[src/design/sha1_pkg.sv]
// constants and types for the sha-1 message hasher
package sha1_pkg;
  localparam logic [31:0] H0_INIT = 32'h67452301;
  localparam logic [31:0] H1_INIT = 32'hEFCDAB89;
  localparam logic [31:0] H2_INIT = 32'h98BADCFE;
  localparam logic [31:0] H3_INIT = 32'h10325476;
  localparam logic [31:0] H4_INIT = 32'hC3D2E1F0;
  localparam logic [31:0] K0 = 32'h5A827999;
  localparam logic [31:0] K1 = 32'h6ED9EBA1;
  localparam logic [31:0] K2 = 32'h8F1BBCDC;
  localparam logic [31:0] K3 = 32'hCA62C1D6;
  localparam logic OP_APPEND = 1'b0;
  localparam logic OP_END = 1'b1;
  localparam logic [7:0] PAD_BYTE = 8'h80;
  localparam logic [5:0] LEN_POS = 6'd56;
  typedef logic [31:0] word_t;
endpackage

[src/design/sha1_message_hasher.sv]
// sha-1 hasher over a byte stream with one shared round unit
// an append beat writes one byte; when it completes a 64-byte block it starts a compression (S_COMP, then S_ADD)
// an end beat runs the padding one byte per cycle plus one or two compressions
// then offers five digest beats; compression is one round per cycle in a shared round unit
// no input byte is accepted while a block is compressed, so long messages are bound by the round unit
// reset (rst_n low, synchronous) loads the initial chaining words and clears the bit count
module sha1_message_hasher (
  input  logic        clk,
  input  logic        rst_n,
  input  logic        in_tvalid,
  output logic        in_tready,
  input  logic [7:0]  in_tdata,   // data_byte[7:0]
  input  logic        in_tuser,   // opcode
  output logic        out_tvalid,
  input  logic        out_tready,
  output logic [31:0] out_tdata,  // digest_word[31:0]
  output logic        out_tlast   // digest_last
);
  import sha1_pkg::*;

  typedef enum logic [2:0] {S_IDLE, S_COMP, S_ADD, S_PAD, S_OUT} state_t;

  state_t      state_r;
  word_t       h_r [5];
  word_t       w_r [16];
  word_t       a_r, b_r, c_r, d_r, e_r;
  logic [63:0] cnt_r;
  logic [63:0] len_r;
  logic [6:0]  rnd_r;
  logic        fin_r;     // end seen: padding, compression or digest output in progress
  logic [2:0]  oidx_r;
  logic [7:0]  pbyte;
  logic [5:0]  pos;
  logic [1:0]  bsel;
  logic [3:0]  widx;
  logic [6:0]  pad_dist;  // padding bytes written so far
  word_t       wt, f, k, tmp, wx;
  logic [7:0]  absorb_byte;
  logic        do_absorb;

  assign pos  = cnt_r[8:3];
  assign widx = pos[5:2];
  assign bsel = pos[1:0];
  assign pad_dist = cnt_r[9:3] - len_r[9:3];

  always_comb begin
    if (pos >= LEN_POS && pad_dist > {1'b0, pos - LEN_POS})
      pbyte = len_r[8'(63 - 8 * (pos - LEN_POS)) -: 8];
    else if (cnt_r[8:3] == len_r[8:3] && cnt_r == len_r) pbyte = PAD_BYTE;
    else pbyte = 8'h00;
  end

  assign wx = {w_r[0][31:0]} ^ w_r[2] ^ w_r[8] ^ w_r[13];
  always_comb begin
    wt = (rnd_r < 7'd16) ? w_r[0] : {wx[30:0], wx[31]};
    if (rnd_r < 7'd20) begin
      f = (b_r & c_r) | (~b_r & d_r); k = K0;
    end else if (rnd_r < 7'd40) begin
      f = b_r ^ c_r ^ d_r; k = K1;
    end else if (rnd_r < 7'd60) begin
      f = (b_r & c_r) | (b_r & d_r) | (c_r & d_r); k = K2;
    end else begin
      f = b_r ^ c_r ^ d_r; k = K3;
    end
    tmp = {a_r[26:0], a_r[31:27]} + f + e_r + k + wt;
  end

  assign in_tready  = (state_r == S_IDLE);
  assign out_tvalid = (state_r == S_OUT);
  assign out_tdata  = h_r[oidx_r];
  assign out_tlast  = (oidx_r == 3'd4);

  assign do_absorb   = (state_r == S_IDLE && in_tvalid && in_tuser == OP_APPEND)
                       || state_r == S_PAD;
  assign absorb_byte = (state_r == S_PAD) ? pbyte : in_tdata;

  always_ff @(posedge clk) begin
    if (!rst_n) begin
      state_r <= S_IDLE;
      h_r <= '{H0_INIT, H1_INIT, H2_INIT, H3_INIT, H4_INIT};
      cnt_r <= '0;
      len_r <= '0;
      rnd_r <= '0;
      fin_r <= 1'b0;
      oidx_r <= '0;
    end else begin
      if (do_absorb) begin
        w_r[widx][8'(31 - 8 * bsel) -: 8] <= absorb_byte;
        cnt_r <= cnt_r + 64'd8;
        if (pos == 6'd63) begin
          state_r <= S_COMP;
          rnd_r <= '0;
          a_r <= h_r[0]; b_r <= h_r[1]; c_r <= h_r[2]; d_r <= h_r[3]; e_r <= h_r[4];
        end
      end
      unique case (state_r)
        S_IDLE: if (in_tvalid && in_tuser == OP_END) begin
          len_r <= cnt_r;
          fin_r <= 1'b1;
          state_r <= S_PAD;
        end
        S_PAD: ;
        S_COMP: begin
          for (int i = 0; i < 15; i++) w_r[i] <= w_r[i + 1];
          w_r[15] <= wt;
          e_r <= d_r; d_r <= c_r; c_r <= {b_r[1:0], b_r[31:2]}; b_r <= a_r; a_r <= tmp;
          rnd_r <= rnd_r + 7'd1;
          if (rnd_r == 7'd79) state_r <= S_ADD;
        end
        S_ADD: begin
          h_r[0] <= h_r[0] + a_r; h_r[1] <= h_r[1] + b_r; h_r[2] <= h_r[2] + c_r;
          h_r[3] <= h_r[3] + d_r; h_r[4] <= h_r[4] + e_r;
          if (!fin_r) state_r <= S_IDLE;
          else if (pad_dist > 7'd8) begin
            state_r <= S_OUT;
            oidx_r <= '0;
          end else state_r <= S_PAD;
        end
        S_OUT: if (out_tready) begin
          if (oidx_r == 3'd4) begin
            oidx_r <= '0;
            state_r <= S_IDLE;
            fin_r <= 1'b0;
            cnt_r <= '0;
            h_r <= '{H0_INIT, H1_INIT, H2_INIT, H3_INIT, H4_INIT};
          end else oidx_r <= oidx_r + 3'd1;
        end
        default: state_r <= S_IDLE;
      endcase
    end
  end

  a_out_idx: assert property (@(posedge clk) disable iff (!rst_n)
    out_tvalid |-> oidx_r <= 3'd4) else $error("digest index out of range");
  a_no_in_busy: assert property (@(posedge clk) disable iff (!rst_n)
    state_r == S_COMP |-> !in_tready) else $error("ready while compressing");
  a_rnd: assert property (@(posedge clk) disable iff (!rst_n)
    state_r == S_ADD |-> rnd_r == 7'd80) else $error("round count wrong at add");
  a_out_fin: assert property (@(posedge clk) disable iff (!rst_n)
    out_tvalid |-> fin_r) else $error("digest without end");
endmodule

[config.mk]
export PLATFORM = sky130hd
export DESIGN_NAME = sha1_message_hasher
export DESIGN_NICKNAME = d
export VERILOG_FILES = /design/src/design/sha1_pkg.sv /design/src/design/sha1_message_hasher.sv
export SDC_FILE = /design/constraint.sdc
export NUM_CORES = 2
export LEC_CHECK = 0
export ABC_CLOCK_PERIOD_IN_PS = 6900
export BUFFER_PORTS_ARGS = -buffer_cell sky130_fd_sc_hd__buf_4
export CAP_MARGIN = 20
export CORE_MARGIN = 3
export CORE_UTILIZATION = 32
export CTS_BUF_LIST = sky130_fd_sc_hd__clkbuf_4
export CTS_CLUSTER_SIZE = 14
export DETAILED_ROUTE_END_ITERATION = 8
export PLACE_DENSITY_LB_ADDON = 0.3
export REMOVE_ABC_BUFFERS = 1
export SYNTH_ARGS = -nofsm -noshare
export SYNTH_HDL_FRONTEND = slang
export SYNTH_SLANG_ARGS = --single-unit
[constraint.sdc]
create_clock -name clk -period 6.9 [get_ports clk]
set_input_delay 1.38 -clock clk [delete_from_list [all_inputs] [get_ports clk]]
set_output_delay 1.38 -clock clk [all_outputs]
set_load 0.1 [all_outputs]
==> metrics.txt <==
row cnt 150; post-route setup slack 178 ps; Post-Syn Instances 5,689; hold_sp w_r[7][29]; hold slack 396 ps; xor/xnor share of the synthesized area 5.91%; I/O Buffers 47; area grow syn2layout 12.5%; Yosys reg bits 968; CORE AREA 168,000 um2; Seq/Total Area, Yosys 48.0%; pin count of the biggest net entering global routing 220; delay-heaviest family, CP compound AO/OA/AOI/OAI gates; initial antenna violation count 9; DRT iter0 DRCs 3,838; fmax 149 MHz; Async SR Flop Fraction 0%; number of antenna-violating nets in the routed design 0; worst path bufs/invs 2; hold crit path type reg2reg; Critical Path End Type flip-flop; Final min period 6720 ps; Crit path largest cell delay 850 ps; post-route cell area 61,200 um2; RSZ-0062 raised after global routing no; Clock transition at path regs 70 ps; final layout net count 6,251; Pre-Repair DR Iteration Count 8; most common cell after layout, fill and taps aside nand2_1; Final HPWL DP 118,000 um; largest family of logic cells by synthesized area simple AND/OR/NAND/NOR gates; pre-CTS setup slack 419 ps; drt wl/cell 20.6 um; CTS tree built; latest clock arrival within the worst-skew pair 1310 ps; Final setup viols 0; adder-cell share of the synthesized area 9.54%; CP max FO 12; WS Path Type reg2reg; final wirelength 171,000 um; commonest cells after routing, fill and taps aside nand2_1, edfxtp_1, clkbuf_4, o21ai_0, inv_1; CTS Hold Bufs 0; FF/Latch Area 26,100 um2; Setup crit start kind flip-flop; Slew @ Worst Pin 1200 ps; Hold EP w_r[6][29]; Power Total 15.0 mW; crit path cell chain o21ai_0 > and2_1 > nor2_2 > a221oi_1 > fa_1 > fa_1 > inv_1 > ha_1 > inv_1 > fa_1 > nor2b_1 > o21ai_1 > a21boi_1 > o41ai_1 > a21oi_1 > o41ai_2 > o21ai_1 > a21o_1 > o31ai_1 > xor2_1 > o21ai_1; Die X 418 um; total of warnings raised by yosys 0; hold path cells 2; Reg2Reg Setup Slack 180 ps; LEAKAGE 26.0 nW; max-slew violations 0; Synth area leaders edfxtp_1, nand2_1, dfxtp_1, ha_1, fa_1; DR vias/cell 5.18; area of the multi-input gates 26,100 um2; max-cap violation count 0; Max VDD drop 196 uV; die area 175,000 um2; Overall Global Routing Usage 19.3%; CP required 7890 ps; worst r2r path cells 21; DIE HEIGHT 418 um; share of post-route cells with drive strength above 1 12.0%; worst rel slew slack 19.3%; first-pass GRT wire length 258,000 um; ys flop type edfxtp_1; mux cell area share after synthesis 2.69%; Syn Area/Cell 9.56 um2; worst clock skew 122 ps; Num CTS Buffers 295; Synth top area share 37.1%; fin util 36.4%; CP Data Arrival Time 7710 ps; area of the mapped netlist 54,400 um2; DP Area 57,600 um2; Synth area leader edfxtp_1; Clock Sink Count 968; capturing point of the worst reg2reg path a_r[29]; Final Hold Viols 0; Setup TNS Final 0 ps; Remaining DRCs 0; slowest cell on the critical path o41ai_1; RR Startpoint rnd_r[2]; outcome complete, no violations; vias in the first global route 41,800; Ports 48; Initial Utilization 32.4%; # fillers 16,900; count of flip-flops with a built-in enable after synthesis 672; Synth Area in Compound Gates 12.8%; Tcrit/Tclk final 97.4%; # placed instances 7,801; vias post-DR 43,000; final cell count without fillers 8,304; # H-tree levels 5; GR Overflow Total 0; post-synthesis simple-gate area fraction 17.0%; CTS max path bufs 4; Yosys cell types 81; gpl congestion 0.904; Gates resized, CTS repair 0; Post-CTS Repair Setup Buffers 0; power per cell area 246 nW/um2; CTS root buffer clkbuf_4
-- per-layer routing --
layer,track usage [%],part of all wire (%),routed length (um),up-vias
met5,0,0.0076,13,-
met4,8.09,4.0,6900,2
met3,3.80,6.7,11400,353
met2,29.8,45,76200,1511
met1,26.3,45,76200,21000
li1,-,-,-,20100
-- worst register-to-register path, cell delays in order, from the launching register on --
cell	delay, ps
dfxtp_1	360
o21ai_0	180
and2_1	670
nor2_2	280
a221oi_1	430
fa_1	530
fa_1	520
inv_1	50
ha_1	210
inv_1	70
fa_1	210
nor2b_1	60
o21ai_1	170
a21boi_1	140
o41ai_1	850
a21oi_1	330
o41ai_2	500
o21ai_1	130
a21o_1	230
o31ai_1	260
xor2_1	170
o21ai_1	70
-- where the power goes --
part	leakage, nW	total (mW)	switching, mW	internal [mW]
Combinational	15.2	2.77	1.75	1.02
Clock	2.12	5.55	2.64	2.92
Sequential	8.60	6.70	0.177	6.52
Total	26.0	15.0	4.56	10.5
-- flip-flops by register name, indices dropped and copies added (netlist names) --
| signal | flops |
|---|---|
| d_r | 32 |
| a_r | 32 |
| c_r | 32 |
| b_r | 32 |
| w_r | 512 |
| rnd_r | 7 |
| h_r | 160 |
| len_r | 61 |
| e_r | 32 |
| state_r | 3 |
| oidx_r | 3 |
| cnt_r | 61 |
| fin_r | 1 |
-- cell families after synthesis --
kind of cell | after synthesis
xor gates and xnor gates | 367
and+or+nand+nor | 2248
buffers and inverters | 584
AOI/OAI and AO/OA | 1095
muxes | 88
adders and majority gates | 339
DFF | 968
-- final cells by class --
type	count	share of cell area [%]
Clock buffer	432	5.30
Tap cell	2204	4.51
Sequential cell	968	42.7
Inverter	304	1.87
Antenna cell	8	0.0327
Multi-Input combinational cell	4137	42.7
Timing Repair Buffer	193	2.42
Clock inverter	58	0.466
-- worst max path at each step --
stage | from | to | cells after the start
2_1_floorplan | state_r[0] | w_r[15][31] | 6
3_3_place_gp | w_r[8][31] | a_r[29] | 22
3_5_place_dp | rnd_r[2] | a_r[29] | 21
4_1_cts | rnd_r[2] | a_r[29] | 21
5_1_grt | rnd_r[2] | a_r[31] | 21
6_report | rnd_r[2] | a_r[29] | 21
-- cells in the mapped netlist, types with 37 or more instances --
| master | count |
|---|---|
| mux2i_1 | 37 |
| inv_1 | 302 |
| nand3_1 | 77 |
| edfxtp_1 | 672 |
| clkbuf_1 | 253 |
| o22ai_1 | 46 |
| a22oi_1 | 37 |
| dfxtp_1 | 296 |
| xnor2_1 | 211 |
| o21ai_0 | 334 |
| nor3_1 | 42 |
| a21o_1 | 134 |
| ha_1 | 213 |
| a21boi_0 | 70 |
| xor2_1 | 156 |
| nor2b_1 | 67 |
| a21oi_1 | 223 |
| nand2_1 | 1634 |
| mux4_2 | 46 |
| nor2_1 | 253 |
| fa_1 | 126 |
Power figures use the tool's default switching activity.
